**config.mk**
```make
export PLATFORM = sky130hd
export DESIGN_NAME = multiplexed_clock_display_driver_top_flat
export DESIGN_NICKNAME = d
export VERILOG_FILES = /design/src/rtl/core/mcdd_pkg.sv /design/src/rtl/core/mcdd_channels.sv /design/src/rtl/core/multiplexed_clock_display_driver_top.sv /design/src/flat_wrapper.sv
export SDC_FILE = /design/constraint.sdc
export NUM_CORES = 1
export LEC_CHECK = 0
export ABC_CLOCK_PERIOD_IN_PS = 5000
export BUFFER_PORTS_ARGS = -buffer_cell sky130_fd_sc_hd__buf_4
export CAP_MARGIN = 20
export CORE_MARGIN = 4
export CORE_UTILIZATION = 55
export CTS_CLUSTER_SIZE = 20
export DETAILED_ROUTE_END_ITERATION = 8
export HOLD_SLACK_MARGIN = 0.06
export PLACE_DENSITY = 0.77
export SLEW_MARGIN = 20
export SYNTH_ARGS = -nofsm -noshare
export SYNTH_HDL_FRONTEND = slang
export SYNTH_SLANG_ARGS = --single-unit
export TNS_END_PERCENT = 10
```
**constraint.sdc**
```tcl
create_clock -name clock -period 5 [get_ports clock]
set_input_delay 0.25 -clock clock [delete_from_list [all_inputs] [get_ports clock]]
set_output_delay 0.25 -clock clock [all_outputs]
set_load 0.005 [all_outputs]
```
**src/rtl/core/mcdd_pkg.sv**
```systemverilog
// Shared constants for the multiplexed clock display driver.
// No dependencies; compiled first.
package mcdd_pkg;

   localparam int NUM_DIGITS_DEF = 4;
   localparam int NUM_ROWS_DEF   = 8;

   localparam int PERIOD_W = 8;
   localparam int CSR_IDX_W = 2;

   typedef enum logic [CSR_IDX_W-1:0] {
      CSR_DIGIT_PERIOD  = 2'd0,
      CSR_CLOCK_PERIOD  = 2'd1,
      CSR_MATRIX_PERIOD = 2'd2
   } csr_index_type;

   localparam logic [PERIOD_W-1:0] DIGIT_PERIOD_RST  = 8'd25;
   localparam logic [PERIOD_W-1:0] CLOCK_PERIOD_RST  = 8'd100;
   localparam logic [PERIOD_W-1:0] MATRIX_PERIOD_RST = 8'd15;

   localparam logic [4:0] HOUR_RST   = 5'd15;
   localparam logic [5:0] MINUTE_RST = 6'd8;
   localparam logic [5:0] SECOND_RST = 6'd50;

   localparam logic [5:0] SEC_PER_MIN  = 6'd60;
   localparam logic [5:0] MIN_PER_HOUR = 6'd60;
   localparam logic [4:0] HOUR_PER_DAY = 5'd24;

   localparam logic [3:0] DIGIT_MAX = 4'd9;
   localparam int         CLOCK_DIGITS = 4;
   localparam int         DRIVE_DIGITS = 4;
   localparam int         DRIVE_ROWS   = 8;

   typedef logic [6:0] seg_type;
   typedef logic [7:0] row_pat_type;

   localparam seg_type SEG_TABLE [10] = '{
      7'h40, 7'h79, 7'h24, 7'h30, 7'h19, 7'h12, 7'h02, 7'h78, 7'h00, 7'h10
   };

   localparam logic [3:0] DIGIT_RST [CLOCK_DIGITS] = '{4'd1, 4'd5, 4'd0, 4'd8};

   localparam row_pat_type IMAGE_RST [8] = '{
      8'h18, 8'h3C, 8'h66, 8'h66, 8'h7E, 8'h7E, 8'h66, 8'h66
   };

endpackage

```
**src/rtl/core/mcdd_channels.sv**
```systemverilog
// Valid/ready channel interfaces for the display driver request and response.
// Depends on nothing; compiled after mcdd_pkg.
interface mcdd_req_if;
   logic valid;
   logic ready;
   logic tick;

   modport source (output valid, output tick, input ready);
   modport sink   (input valid, input tick, output ready);
endinterface

interface mcdd_rsp_if;
   logic       valid;
   logic       ready;
   logic [3:0] digit_enable_n;
   logic [6:0] segments_n;
   logic [7:0] row_enable_n;
   logic [7:0] columns_n;
   logic       blink_led;
   logic [4:0] hours;
   logic [5:0] minutes;
   logic [5:0] seconds;

   modport source (output valid, output digit_enable_n, output segments_n,
                   output row_enable_n, output columns_n, output blink_led,
                   output hours, output minutes, output seconds, input ready);
   modport sink   (input valid, input digit_enable_n, input segments_n,
                   input row_enable_n, input columns_n, input blink_led,
                   input hours, input minutes, input seconds, output ready);
endinterface

```
**src/rtl/core/multiplexed_clock_display_driver_top.sv**
```systemverilog
// Multiplexed clock display driver: digit scan, hh:mm:ss clock, LED matrix scan.
// Depends on mcdd_pkg and the channel interfaces in mcdd_channels.sv.
//
// Each transferred request carries one tick bit; a tick of 1 advances the digit,
// clock and matrix countdowns, a tick of 0 changes nothing. Every request yields
// exactly one response, which shows the display latches and the time after the
// update and appears the cycle after the request transfer. All state updates at
// once, and the state registers double as the response register, so a
// request can transfer every cycle: intake stalls only while a response is held
// and rsp_chan.ready is low. Period registers are written through the csr port;
// a period of 0 acts as 1 and a new period takes effect at the next reload.
module multiplexed_clock_display_driver_top #(
   parameter int NUM_DIGITS = mcdd_pkg::NUM_DIGITS_DEF,
   parameter int NUM_ROWS   = mcdd_pkg::NUM_ROWS_DEF
) (
   input  logic                          clock,
   input  logic                          reset,
   mcdd_req_if.sink                      req_chan,
   mcdd_rsp_if.source                    rsp_chan,
   input  logic                          csr_we,
   input  logic [mcdd_pkg::CSR_IDX_W-1:0] csr_index,
   input  logic [mcdd_pkg::PERIOD_W-1:0]  csr_wdata
);
   import mcdd_pkg::*;

   localparam int DIG_IDX_W = (NUM_DIGITS > 1) ? $clog2(NUM_DIGITS) : 1;
   localparam int ROW_IDX_W = $clog2(NUM_ROWS);

   function automatic logic [3:0] tens_of(input logic [5:0] v);
      logic [3:0] t;
      if (v >= 6'd50)      t = 4'd5;
      else if (v >= 6'd40) t = 4'd4;
      else if (v >= 6'd30) t = 4'd3;
      else if (v >= 6'd20) t = 4'd2;
      else if (v >= 6'd10) t = 4'd1;
      else                 t = 4'd0;
      return t;
   endfunction

   function automatic logic [3:0] units_of(input logic [5:0] v, input logic [3:0] t);
      logic [5:0] r;
      r = v - {t[2:0], 3'b000} - {1'b0, t, 1'b0};
      return r[3:0];
   endfunction

   function automatic logic [PERIOD_W-1:0] reload(input logic [PERIOD_W-1:0] p);
      return (p == '0) ? PERIOD_W'(1) : p;
   endfunction

   // configuration
   logic [PERIOD_W-1:0] digit_period_ff, clock_period_ff, matrix_period_ff;

   // timing and display state
   logic [PERIOD_W-1:0] digit_cd_ff, clock_cd_ff, matrix_cd_ff;
   logic [PERIOD_W-1:0] digit_cd_in, clock_cd_in, matrix_cd_in;
   logic [DIG_IDX_W-1:0] digit_idx_ff, digit_idx_in;
   logic [3:0]           digit_store_ff [NUM_DIGITS];
   logic [3:0]           digit_store_in [NUM_DIGITS];
   logic [4:0]           hour_ff, hour_in;
   logic [5:0]           minute_ff, minute_in;
   logic [5:0]           second_ff, second_in;
   logic [ROW_IDX_W-1:0] row_idx_ff, row_idx_in;
   row_pat_type          image_ff [NUM_ROWS];
   row_pat_type          image_in [NUM_ROWS];
   logic [3:0]           dig_en_n_ff, dig_en_n_in;
   seg_type              seg_n_ff, seg_n_in;
   logic [7:0]           row_en_n_ff, row_en_n_in;
   logic [7:0]           col_n_ff, col_n_in;
   logic                 blink_ff, blink_in;
   logic                 rsp_valid_ff, rsp_valid_in;

   logic       accept, step;
   logic       digit_exp, clock_exp, matrix_exp;
   logic [3:0] digit_val;
   logic [6:0] sec_sum;
   logic       sec_wrap;
   logic [6:0] min_sum;
   logic       min_wrap;
   logic [5:0] hour_sum;
   logic [3:0] split [CLOCK_DIGITS];

   assign req_chan.ready = !rsp_valid_ff || rsp_chan.ready;
   assign accept = req_chan.valid && req_chan.ready;
   assign step   = accept && req_chan.tick;

   assign digit_exp  = digit_cd_ff  <= PERIOD_W'(1);
   assign clock_exp  = clock_cd_ff  <= PERIOD_W'(1);
   assign matrix_exp = matrix_cd_ff <= PERIOD_W'(1);

   always_comb begin
      // countdowns
      digit_cd_in  = digit_cd_ff;
      clock_cd_in  = clock_cd_ff;
      matrix_cd_in = matrix_cd_ff;
      if (step) begin
         digit_cd_in  = digit_exp  ? reload(digit_period_ff)  : digit_cd_ff - 1'b1;
         clock_cd_in  = clock_exp  ? reload(clock_period_ff)  : clock_cd_ff - 1'b1;
         matrix_cd_in = matrix_exp ? reload(matrix_period_ff) : matrix_cd_ff - 1'b1;
      end

      // digit scan, reads the store before any clock reload
      digit_idx_in = digit_idx_ff;
      dig_en_n_in  = dig_en_n_ff;
      seg_n_in     = seg_n_ff;
      digit_val    = digit_store_ff[digit_idx_ff];
      if (digit_val > DIGIT_MAX)
         digit_val = DIGIT_MAX;
      if (step && digit_exp) begin
         seg_n_in = SEG_TABLE[digit_val];
         for (int k = 0; k < DRIVE_DIGITS; k++)
            dig_en_n_in[k] = !((k < NUM_DIGITS) && (32'(digit_idx_ff) == k));
         if (digit_idx_ff == DIG_IDX_W'(NUM_DIGITS - 1))
            digit_idx_in = '0;
         else
            digit_idx_in = digit_idx_ff + 1'b1;
      end

      // clock
      sec_sum  = {1'b0, second_ff} + 7'd1;
      sec_wrap = sec_sum >= {1'b0, SEC_PER_MIN};
      min_sum  = {1'b0, minute_ff} + {6'd0, sec_wrap};
      min_wrap = min_sum >= {1'b0, MIN_PER_HOUR};
      hour_sum = {1'b0, hour_ff} + {5'd0, min_wrap};
      second_in = second_ff;
      minute_in = minute_ff;
      hour_in   = hour_ff;
      blink_in  = blink_ff;
      if (step && clock_exp) begin
         blink_in  = !blink_ff;
         second_in = sec_wrap ? 6'd0 : sec_sum[5:0];
         minute_in = min_wrap ? 6'd0 : min_sum[5:0];
         hour_in   = (hour_sum >= {1'b0, HOUR_PER_DAY}) ? 5'd0 : hour_sum[4:0];
      end
      split[0] = tens_of({1'b0, hour_in});
      split[1] = units_of({1'b0, hour_in}, split[0]);
      split[2] = tens_of(minute_in);
      split[3] = units_of(minute_in, split[2]);
      for (int k = 0; k < NUM_DIGITS; k++) begin
         digit_store_in[k] = digit_store_ff[k];
         if (step && clock_exp && (k < CLOCK_DIGITS))
            digit_store_in[k] = split[k[1:0]];
      end

      // matrix scan
      row_idx_in  = row_idx_ff;
      row_en_n_in = row_en_n_ff;
      col_n_in    = col_n_ff;
      for (int k = 0; k < NUM_ROWS; k++)
         image_in[k] = image_ff[k];
      if (step && matrix_exp) begin
         col_n_in = ~image_ff[row_idx_ff];
         for (int k = 0; k < DRIVE_ROWS; k++)
            row_en_n_in[k] = !((k < NUM_ROWS) && (32'(row_idx_ff) == k));
         if (row_idx_ff == ROW_IDX_W'(NUM_ROWS - 1)) begin
            row_idx_in = '0;
            for (int k = 0; k < NUM_ROWS - 1; k++)
               image_in[k] = image_ff[k + 1];
            image_in[NUM_ROWS - 1] = image_ff[0];
         end else begin
            row_idx_in = row_idx_ff + 1'b1;
         end
      end

      // response holds until taken
      if (accept)
         rsp_valid_in = 1'b1;
      else if (rsp_chan.ready)
         rsp_valid_in = 1'b0;
      else
         rsp_valid_in = rsp_valid_ff;
   end

   always_ff @(posedge clock) begin
      if (reset) begin
         digit_period_ff  <= DIGIT_PERIOD_RST;
         clock_period_ff  <= CLOCK_PERIOD_RST;
         matrix_period_ff <= MATRIX_PERIOD_RST;
         digit_cd_ff      <= DIGIT_PERIOD_RST;
         clock_cd_ff      <= CLOCK_PERIOD_RST;
         matrix_cd_ff     <= MATRIX_PERIOD_RST;
         digit_idx_ff     <= '0;
         for (int k = 0; k < NUM_DIGITS; k++)
            digit_store_ff[k] <= (k < CLOCK_DIGITS) ? DIGIT_RST[k[1:0]] : 4'd0;
         hour_ff          <= HOUR_RST;
         minute_ff        <= MINUTE_RST;
         second_ff        <= SECOND_RST;
         row_idx_ff       <= '0;
         for (int k = 0; k < NUM_ROWS; k++)
            image_ff[k] <= IMAGE_RST[k[2:0]];
         dig_en_n_ff      <= '0;
         seg_n_ff         <= '0;
         row_en_n_ff      <= '0;
         col_n_ff         <= '0;
         blink_ff         <= 1'b0;
         rsp_valid_ff     <= 1'b0;
      end else begin
         if (csr_we) begin
            case (csr_index)
               CSR_DIGIT_PERIOD:  digit_period_ff  <= csr_wdata;
               CSR_CLOCK_PERIOD:  clock_period_ff  <= csr_wdata;
               CSR_MATRIX_PERIOD: matrix_period_ff <= csr_wdata;
               default: ;
            endcase
         end
         digit_cd_ff  <= digit_cd_in;
         clock_cd_ff  <= clock_cd_in;
         matrix_cd_ff <= matrix_cd_in;
         digit_idx_ff <= digit_idx_in;
         for (int k = 0; k < NUM_DIGITS; k++)
            digit_store_ff[k] <= digit_store_in[k];
         hour_ff      <= hour_in;
         minute_ff    <= minute_in;
         second_ff    <= second_in;
         row_idx_ff   <= row_idx_in;
         for (int k = 0; k < NUM_ROWS; k++)
            image_ff[k] <= image_in[k];
         dig_en_n_ff  <= dig_en_n_in;
         seg_n_ff     <= seg_n_in;
         row_en_n_ff  <= row_en_n_in;
         col_n_ff     <= col_n_in;
         blink_ff     <= blink_in;
         rsp_valid_ff <= rsp_valid_in;
      end
   end

   assign rsp_chan.valid          = rsp_valid_ff;
   assign rsp_chan.digit_enable_n = dig_en_n_ff;
   assign rsp_chan.segments_n     = seg_n_ff;
   assign rsp_chan.row_enable_n   = row_en_n_ff;
   assign rsp_chan.columns_n      = col_n_ff;
   assign rsp_chan.blink_led      = blink_ff;
   assign rsp_chan.hours          = hour_ff;
   assign rsp_chan.minutes        = minute_ff;
   assign rsp_chan.seconds        = second_ff;

   a_time_range: assert property (@(posedge clock) disable iff (reset)
      (second_ff < SEC_PER_MIN) && (minute_ff < MIN_PER_HOUR) && (hour_ff < HOUR_PER_DAY))
      else $error("clock state out of range");

   // enable latches read all zero until their first scan
   a_digit_onehot: assert property (@(posedge clock) disable iff (reset)
      ((dig_en_n_ff == '0) || ($countones(~dig_en_n_ff) <= 1))
      && ((row_en_n_ff == '0) || ($countones(~row_en_n_ff) <= 1)))
      else $error("more than one digit or row enabled");

   a_idle_tick: assert property (@(posedge clock) disable iff (reset)
      accept && !req_chan.tick |=> $stable(seg_n_ff) && $stable(col_n_ff)
         && $stable(second_ff) && $stable(blink_ff) && rsp_valid_ff)
      else $error("tick of zero changed state");

   a_blink_second: assert property (@(posedge clock) disable iff (reset)
      !$stable(second_ff) |-> !$stable(blink_ff))
      else $error("second advanced without blink toggle");

endmodule
```
**src/flat_wrapper.sv**
```systemverilog
// flat-port wrapper written by rule: the top's interface ports become plain ports
module multiplexed_clock_display_driver_top_flat import mcdd_pkg::*;
#(
   parameter int NUM_DIGITS = mcdd_pkg::NUM_DIGITS_DEF,
   parameter int NUM_ROWS   = mcdd_pkg::NUM_ROWS_DEF
)
  (clock, reset, csr_we, csr_index, csr_wdata, req_chan_valid, req_chan_tick, req_chan_ready, rsp_chan_valid, rsp_chan_digit_enable_n, rsp_chan_segments_n, rsp_chan_row_enable_n, rsp_chan_columns_n, rsp_chan_blink_led, rsp_chan_hours, rsp_chan_minutes, rsp_chan_seconds, rsp_chan_ready);
  mcdd_req_if req_chan_i ();
  mcdd_rsp_if rsp_chan_i ();
  input  logic clock;
  input  logic reset;
  input  logic csr_we;
  input  logic [mcdd_pkg::CSR_IDX_W-1:0] csr_index;
  input  logic [mcdd_pkg::PERIOD_W-1:0] csr_wdata;
  input wire logic [$bits(req_chan_i.valid)-1:0] req_chan_valid;
  input wire logic [$bits(req_chan_i.tick)-1:0] req_chan_tick;
  output wire logic [$bits(req_chan_i.ready)-1:0] req_chan_ready;
  output wire logic [$bits(rsp_chan_i.valid)-1:0] rsp_chan_valid;
  output wire logic [$bits(rsp_chan_i.digit_enable_n)-1:0] rsp_chan_digit_enable_n;
  output wire logic [$bits(rsp_chan_i.segments_n)-1:0] rsp_chan_segments_n;
  output wire logic [$bits(rsp_chan_i.row_enable_n)-1:0] rsp_chan_row_enable_n;
  output wire logic [$bits(rsp_chan_i.columns_n)-1:0] rsp_chan_columns_n;
  output wire logic [$bits(rsp_chan_i.blink_led)-1:0] rsp_chan_blink_led;
  output wire logic [$bits(rsp_chan_i.hours)-1:0] rsp_chan_hours;
  output wire logic [$bits(rsp_chan_i.minutes)-1:0] rsp_chan_minutes;
  output wire logic [$bits(rsp_chan_i.seconds)-1:0] rsp_chan_seconds;
  input wire logic [$bits(rsp_chan_i.ready)-1:0] rsp_chan_ready;
  assign req_chan_i.valid = req_chan_valid;
  assign req_chan_i.tick = req_chan_tick;
  assign req_chan_ready = req_chan_i.ready;
  assign rsp_chan_valid = rsp_chan_i.valid;
  assign rsp_chan_digit_enable_n = rsp_chan_i.digit_enable_n;
  assign rsp_chan_segments_n = rsp_chan_i.segments_n;
  assign rsp_chan_row_enable_n = rsp_chan_i.row_enable_n;
  assign rsp_chan_columns_n = rsp_chan_i.columns_n;
  assign rsp_chan_blink_led = rsp_chan_i.blink_led;
  assign rsp_chan_hours = rsp_chan_i.hours;
  assign rsp_chan_minutes = rsp_chan_i.minutes;
  assign rsp_chan_seconds = rsp_chan_i.seconds;
  assign rsp_chan_i.ready = rsp_chan_ready;
  multiplexed_clock_display_driver_top #(.NUM_DIGITS(NUM_DIGITS), .NUM_ROWS(NUM_ROWS)) u_core (.clock(clock), .reset(reset), .req_chan(req_chan_i), .rsp_chan(rsp_chan_i), .csr_we(csr_we), .csr_index(csr_index), .csr_wdata(csr_wdata));
endmodule
```
==> metrics.txt, run 1 <==
number of diodes 0; worst path bufs/invs 1; first-pass iteration count of the detailed router 6; Initial Util 0.5621; Tcrit/Tclk final 0.9072; Register-to-Register Setup Slack approximately 0.46 ns; post-synth cell types 67; slew margin rel. 0.2949; sw frac 0.2166; Die Height 132.9 um; fmax about 220 MHz; Crit Reg-Reg Startpoint u_core.rsp_chan.seconds[2]$_SDFFE_PP0P_; post-route core utilization 0.6428; wire per inst 14.72 um; IO Count 63; Comb pwr share 0.043; initial antenna violation count 0; WL final between 15 and 20 mm; latest clock arrival within the worst-skew pair approximately 0.43 ns; port bufs 62; die area ~0.018 mm2; share of post-route cells with drive strength above 1 0.1331; remaining antenna violation count after routing 0; Mapped Cells approximately 1000; Final GP Congestion about 0.85; Post-synth EDFFs 13; CP cell instances and3_1, nand2_1, a21oi_1, nor3_2, ha_1, ha_2, nor2_1, nand2_1, a21oi_1, ha_1, ha_1, nand2_1, mux2i_1, o21ai_1, o211ai_1, maj3_1, a21oi_1, inv_1, ha_1, xor2_1, nand2_1; Initial DRC Count a little under 500; Setup crit end u_core.digit_store_ff[1][2]$_SDFFCE_PN1P_; DP Area between 0.009 and 0.01 mm2; Clk pin slew, worst setup/hold paths about 0.070 ns; WP data required just over 5 ns; Fin. Hold Viols 0; Storage cell area about 0.0038 mm2; row count between 40 and 50; Placed Cells incl. Taps 1220; Seq/Total Area, Yosys 0.4376; Die Span X 132.9 um; status completed; CTS tree yes; Max VDD drop ~0.25 mV; vias in the first global route 6501; Power Density 310.5 mW/mm2; Vias/cell 5.665; Sequential Power Share 0.490; area delta synth->final 14.35%; post-route minimum period 4.536 ns; CTS Buf Count 17; core area ~0.015 mm2; Mapped Area roughly 0.0086 mm2; syn_nets roughly 1000; GRT overflow 0; Reg-to-Reg End u_core.digit_store_ff[1][2]$_SDFFCE_PN1P_; Crit-path slowest cell dfxtp_1; hold crit path type in2reg; LEAKAGE 3.751 nW; area of the multi-input gates approximately 0.0045 mm2; Net Switching around 0.66 mW; Worst Max-Slew Pin Slew between 1 and 1.5 ns; ys async rst share 0; Total GRT Usage 0.2083; Synth Area per Inst between 8 and 9 um2; Worst Hold Depth 3; type of origin of the critical path register; WP data arrival about 4.7 ns; Sink Count roughly 180; max_cap viols 0; clk_skew between 0.009 and 0.01 ns; CP delay by family, top adder cells; Setup crit start u_core.rsp_chan.seconds[2]$_SDFFE_PP0P_; internal power 2.386 mW; HPWL Detailed around 12 mm; Yosys reg bits 181; Crit Path Max Fanout 10; Synthesis Warnings 0; filler instances approximately 1300; CP peak stage delay 0.47 ns; CTS root buf clkbuf_16; first-pass GRT wire length 31.17 mm; post-route cell area approximately 0.0098 mm2; unrepaired setup endpoints after global routing no; H-tree lvl count 4; CP Capture Type register; setup tns final 0 ns; largest net degree at the start of global routing 115; Layout Cells excl Fill around 1300; Max Slew Vio Count 0; clock network fraction of total power 0.467; Setup violations, final 0; Setup CP Type reg2reg; ys flop type dfxtp_1; via count just over 7000; Layout Nets roughly 1100; CTS max path bufs 2; drc violations 0; reg2reg path depth 21; Worst path depth 21
## cell families (layout without fill, tap and decap cells)
kind of cell               after synthesis  after routing  share of synthesized area
muxes                                   44             44                    0.07790
adders and majority gates               32             32                    0.04639
DFF                                    181            181                     0.4376
xor gates and xnor gates                10             10                    0.01021
and+or+nand+nor                        441            441                     0.2400
buffers and inverters                   93            136                    0.04274
AOI/OAI and AO/OA                      200            200                     0.1452
## tightest hold or removal path: cells and delay by family
| kind | cells | cell delay, ns |
|---|---|---|
| simple gates | 2 | 0.11 |
| buf+inv | 1 | 0.11 |
## worst min-delay path by stage
stage | end | startpoint
floorplan | u_core.digit_period_ff[0]$_SDFFE_PP1P_ | csr_wdata[0]
global placement | u_core.rsp_chan.columns_n[1]$_SDFFE_PP0P_ | u_core.rsp_chan.columns_n[1]$_SDFFE_PP0P_
detailed placement | u_core.rsp_chan.columns_n[2]$_SDFFE_PP0P_ | u_core.rsp_chan.columns_n[2]$_SDFFE_PP0P_
CTS | u_core.rsp_chan.valid$_SDFFE_PP0P_ | req_chan_valid
global route | u_core.rsp_chan.valid$_SDFFE_PP0P_ | req_chan_valid
finish | u_core.matrix_period_ff[2]$_SDFFE_PP1P_ | csr_wdata[2]
## per-layer routing
metal / track usage / vias to the layer above / wire (um)
met5: 0 / - / 0
met4: 0.06293 / 0 / 216
met3: 0.04411 / 21 / 833
met2: 0.3239 / 164 / 8428
met1: 0.2924 / 3366 / 8999
li1: - / 3559 / -
## final cells by class
type,instances,area share
Sequential cell,181,0.3827
Clock buffer,21,0.05013
Clock inverter,10,0.01442
Multi-Input combinational cell,727,0.4567
Inverter,32,0.01225
Timing Repair Buffer,73,0.05689
Tap cell,211,0.02692
## state kept, by name, indices dropped and copies added, names as in the netlist, named ones only
signal	flops
u_core.rsp_chan.seconds	6
u_core.clock_cd_ff	8
u_core.image_ff	64
u_core.rsp_chan.minutes	6
u_core.rsp_chan.row_enable_n	8
u_core.rsp_chan.valid	1
u_core.row_idx_ff	3
u_core.clock_period_ff	8
u_core.digit_period_ff	8
u_core.digit_store_ff	13
u_core.rsp_chan.blink_led	1
u_core.matrix_period_ff	8
u_core.rsp_chan.segments_n	7
u_core.digit_idx_ff	2
u_core.rsp_chan.columns_n	8
u_core.rsp_chan.digit_enable_n	4
u_core.digit_cd_ff	8
u_core.rsp_chan.hours	5
u_core.matrix_cd_ff	8
## per-stage QoR
stage	setup WS, ns	hold slack, ns	total power [mW]
after floorplan	0.4677	0.3679	1.612
after global placement	0.5375	0.4421	1.649
after detailed placement	0.3339	0.4527	1.650
after CTS	0.2696	0.06587	3.065
after global routing	0.07903	0.08042	3.146
final	0.4641	0.07819	3.045
## synthesized netlist by cell type (4+ instances only)
cell type | count | share of area
a211o_1 | 10 | 0.010
a211oi_1 | 11 | 0.0096
a21oi_1 | 101 | 0.059
a311oi_1 | 6 | 0.0061
a31oi_1 | 4 | 0.0029
and2_1 | 5 | 0.0036
and3_1 | 10 | 0.0073
buf_1 | 5 | 0.0022
clkbuf_1 | 52 | 0.023
dfxtp_1 | 168 | 0.39
edfxtp_1 | 13 | 0.046
ha_1 | 31 | 0.045
inv_1 | 31 | 0.014
mux2i_1 | 24 | 0.028
mux4_2 | 18 | 0.047
nand2_1 | 222 | 0.097
nand3_1 | 14 | 0.0082
nand3b_1 | 41 | 0.036
nand4_1 | 5 | 0.0036
nor2_1 | 80 | 0.035
nor2b_1 | 5 | 0.0036
nor3_1 | 22 | 0.013
nor3b_1 | 5 | 0.0044
nor4_1 | 7 | 0.0051
o211ai_1 | 4 | 0.0035
o21ai_0 | 29 | 0.017
o31ai_1 | 4 | 0.0035
or4_1 | 6 | 0.0053
xnor2_1 | 7 | 0.0071
## cell usage in the layout, fill, tap and decap left out, types with 24 or more instances in the layout
cell / count
o21ai_0: 28
nand3b_1: 41
buf_4: 69
nand2_1: 221
inv_1: 31
nor2_1: 79
a21oi_1: 101
ha_1: 30
dfxtp_1: 168
mux2i_1: 24
## power by group through the flow
stage / registers (mW) / logic (mW) / clock network [mW]
floorplan: 1.52 / 0.0939 / 0
global placement: 1.52 / 0.126 / 0
detailed placement: 1.52 / 0.127 / 0
CTS: 1.49 / 0.132 / 1.44
global route: 1.49 / 0.148 / 1.51
finish: 1.49 / 0.132 / 1.42
## repair_timing
item                                    CTS  global route
hold buffers                              4             0
hold endpoints to repair                  5             0
buffers inserted                          0             0
endpoints found under the setup margin    0             3
resized for setup                         0             3
(Power assumes the default switching activity.)
==> run 2: changes to the inputs <==
- ABC_CLOCK_PERIOD_IN_PS: 5000 -> 4700
- clock period: 5 -> 4.7 ns (I/O delays scaled with it)
==> run 2 against run 1 <==
Against the previous run: clock skew is 0.00082 ns lower; cell count grew 0.32%; wire length fell by 0.27%; critical path type unchanged; hold slack improved by 0.0068 ns; sequential share of layout area is 0.18 points lower; largest cell class unchanged; largest power group unchanged; sequential cell count stayed put; first-iteration DRC count rose by 23%; via count rose by 0.72%; die area stayed put.
==> metrics.txt, run 2 (same netlist as run 1, synthesis figures left out) <==
Top reg by flops u_core.image_ff (unchanged); remaining antenna violation count after routing 0 (unchanged); type of origin of the critical path register (unchanged); largest net degree at the start of global routing 99 (was 115); Die Height 132.9 um (unchanged); Final GP Congestion 0.8712 (was 0.8516); CP peak stage delay 0.41 ns (was 0.47 ns); vias in the first global route 6485 (was 6501); H-tree lvl count 4 (unchanged); Largest register FFs 64 (unchanged); area of the multi-input gates 0.004491 mm2 (was 0.004479 mm2); area delta synth->final 14.92% (was 14.35%); CTS Buf Count 17 (unchanged); number of diodes 0 (unchanged); filler instances 1252 (was 1282); Worst Hold Depth 3 (unchanged); WP data required 4.87 ns (was 5.17 ns); port bufs 62 (unchanged); Setup crit start u_core.rsp_chan.seconds[0]$_SDFFE_PP0P_ (was u_core.rsp_chan.seconds[2]$_SDFFE_PP0P_); clock network fraction of total power 0.467 (about the same); drc violations 0 (unchanged); reg2reg path depth 21 (unchanged); Vias/cell 5.688 (was 5.665); Crit Path Max Fanout 10 (unchanged); Crit-path slowest cell dfxtp_1 (unchanged); GRT overflow 0 (unchanged); via count 7161 (was 7110); PnR Total Power 3.245 mW (was 3.045 mW); Max VDD drop 0.3037 mV (was 0.2494 mV); post-route minimum period 4.263 ns (was 4.536 ns); share of post-route cells with drive strength above 1 0.1365 (was 0.1331); LEAKAGE 3.760 nW (was 3.751 nW); Power Density 329.2 mW/mm2 (was 310.5 mW/mm2); first-pass GRT wire length 31.01 mm (was 31.17 mm); Fin. Hold Viols 0 (unchanged); IO Count 63 (unchanged); Sequential Power Share 0.489 (was 0.490); Tcrit/Tclk final 0.9071 (was 0.9072); Total GRT Usage 0.2088 (was 0.2083); sw frac 0.2150 (was 0.2166); Storage cell area 0.003755 mm2 (was 0.003754 mm2); CP Capture Type register (unchanged); most common cell after layout, fill and taps aside nand2_1 (unchanged); CTS root buf clkbuf_16 (unchanged); CP delay by family, top adder cells (unchanged); WL final 18.43 mm (was 18.48 mm); Max Slew Vio Count 0 (unchanged); Worst Max-Slew Pin Slew 0.9601 ns (was 1.058 ns); CTS tree yes (unchanged); wire per inst 14.64 um (was 14.72 um); hold crit path type in2reg (unchanged); Comb pwr share 0.044 (was 0.043); latest clock arrival within the worst-skew pair 0.43 ns (about the same); Hold Path Origin csr_wdata[5] (was csr_wdata[2]); Placed Cells incl. Taps 1221 (was 1220); Sink Count 181 (unchanged); internal power 2.547 mW (was 2.386 mW); clk_skew 0.008583 ns (was 0.009408 ns); fmax 234.6 MHz (was 220.5 MHz); Initial Util 0.5621 (unchanged); Setup violations, final 0 (unchanged); Layout Cells excl Fill 1259 (was 1255); row count 45 (unchanged); core area 0.01526 mm2 (unchanged); Worst path depth 21 (unchanged); max_cap viols 0 (unchanged); Setup CP Type reg2reg (unchanged); HPWL Detailed 11.93 mm (was 11.80 mm); status completed (unchanged); CP cell instances ha_1, nand2_1, a21oi_1, nor3_2, ha_2, ha_4, nor2_1, nand2_1, a21oi_2, ha_1, ha_1, nand2_1, mux2i_1, o21ai_1, o211ai_1, maj3_1, a21oi_1, inv_1, ha_1, xor2_1, nand2_1 (was and3_1, nand2_1, a21oi_1, nor3_2, ha_1, ha_2, nor2_1, nand2_1, a21oi_1, ha_1, ha_1, nand2_1, mux2i_1, o21ai_1, o211ai_1, maj3_1, a21oi_1, inv_1, ha_1, xor2_1, nand2_1); WP data arrival 4.43 ns (was 4.71 ns); worst path bufs/invs 1 (unchanged); Clk pin slew, worst setup/hold paths 0.07 ns (about the same); first-pass iteration count of the detailed router 5 (was 6); Die Span X 132.9 um (unchanged); Initial DRC Count 608 (was 496); Largest regs u_core.image_ff (64), u_core.digit_store_ff (13) (unchanged); most frequent cells in the layout nand2_1, dfxtp_1, a21oi_1, nor2_1, buf_4 (unchanged); slew margin rel. 0.3591 (was 0.2949); die area 0.01766 mm2 (unchanged); initial antenna violation count 0 (unchanged); Net Switching 0.6975 mW (was 0.6595 mW); Layout Nets 1082 (was 1079); Crit Reg-Reg Startpoint u_core.rsp_chan.seconds[0]$_SDFFE_PP0P_ (was u_core.rsp_chan.seconds[2]$_SDFFE_PP0P_); CTS max path bufs 2 (unchanged)
[run 2: through the flow]
stage / instance area [um2] / hold WS, ns / setup TNS (ns) / utilization / worst slack [ns]
final: 9857 / 0.08502 / 0 / 0.6460 / 0.4365
after global routing: 9857 / 0.08160 / -0.004010 / 0.6460 / -0.004010
after CTS: 9828 / 0.06731 / 0 / 0.6441 / 0.07010
after detailed placement: 9139 / 0.4486 / 0 / 0.5989 / 0.05831
after global placement: 9119 / 0.4435 / 0 / 0.5976 / 0.2165
after floorplan: 8577 / 0.3529 / 0 / - / 0.1677
[run 2: cell type report]
type                       instances  area share
multi-input combinational        727      0.4556
sequential                       181      0.3809
timing repair buffer              76     0.06068
clock buffer                      20     0.04633
tap                              211     0.02678
clock inverter                    12     0.01752
inverter                          32     0.01219
[run 2: power by group through the flow]
stage          Clock [mW]  Combinational (mW)  Sequential (mW)
2_1_floorplan           0              0.0999             1.61
3_3_place_gp            0               0.134             1.62
3_5_place_dp            0               0.136             1.62
4_1_cts              1.55               0.142             1.59
5_1_grt              1.60               0.159             1.59
6_report             1.52               0.142             1.59
[run 2: per-layer routing]
| layer | vias up | wire [um] | GRT usage |
|---|---|---|---|
| met2 | 196 | 8507 | 0.3239 |
| met4 | 0 | 245 | 0.05831 |
| met1 | 3380 | 8831 | 0.2945 |
| li1 | 3563 | - | - |
| met5 | - | 0 | 0 |
| met3 | 22 | 842 | 0.04563 |
[run 2: path summary, 6_finish.rpt]
kind                                          endpoint  slack [ns]
max          u_core.digit_store_ff[1][2]$_SDFFCE_PN1P_        0.44
min             u_core.digit_period_ff[5]$_SDFFE_PP0P_        0.09
max reg2reg  u_core.digit_store_ff[1][2]$_SDFFCE_PN1P_        0.44
min reg2reg  u_core.rsp_chan.columns_n[4]$_SDFFE_PP0P_        0.45
[run 2: worst reg2reg max path, stage by stage (launching register included)]
cell and delay (ns):
dfxtp_1 0.41, ha_1 0.27, nand2_1 0.11, a21oi_1 0.19, nor3_2 0.07, ha_2 0.21
ha_4 0.20, nor2_1 0.08, nand2_1 0.09, a21oi_2 0.21, ha_1 0.23, ha_1 0.17
nand2_1 0.11, mux2i_1 0.17, o21ai_1 0.20, o211ai_1 0.19, maj3_1 0.36, a21oi_1 0.23
inv_1 0.07, ha_1 0.21, xor2_1 0.15, nand2_1 0.07
[run 2: what timing repair did]
item                                    4_1_cts  5_1_grt
gates resized for setup                       0        7
setup buffers                                 0        0
endpoints found under the setup margin        0        4
hold endpoints to repair                     10        0
hold buffers                                  6        0
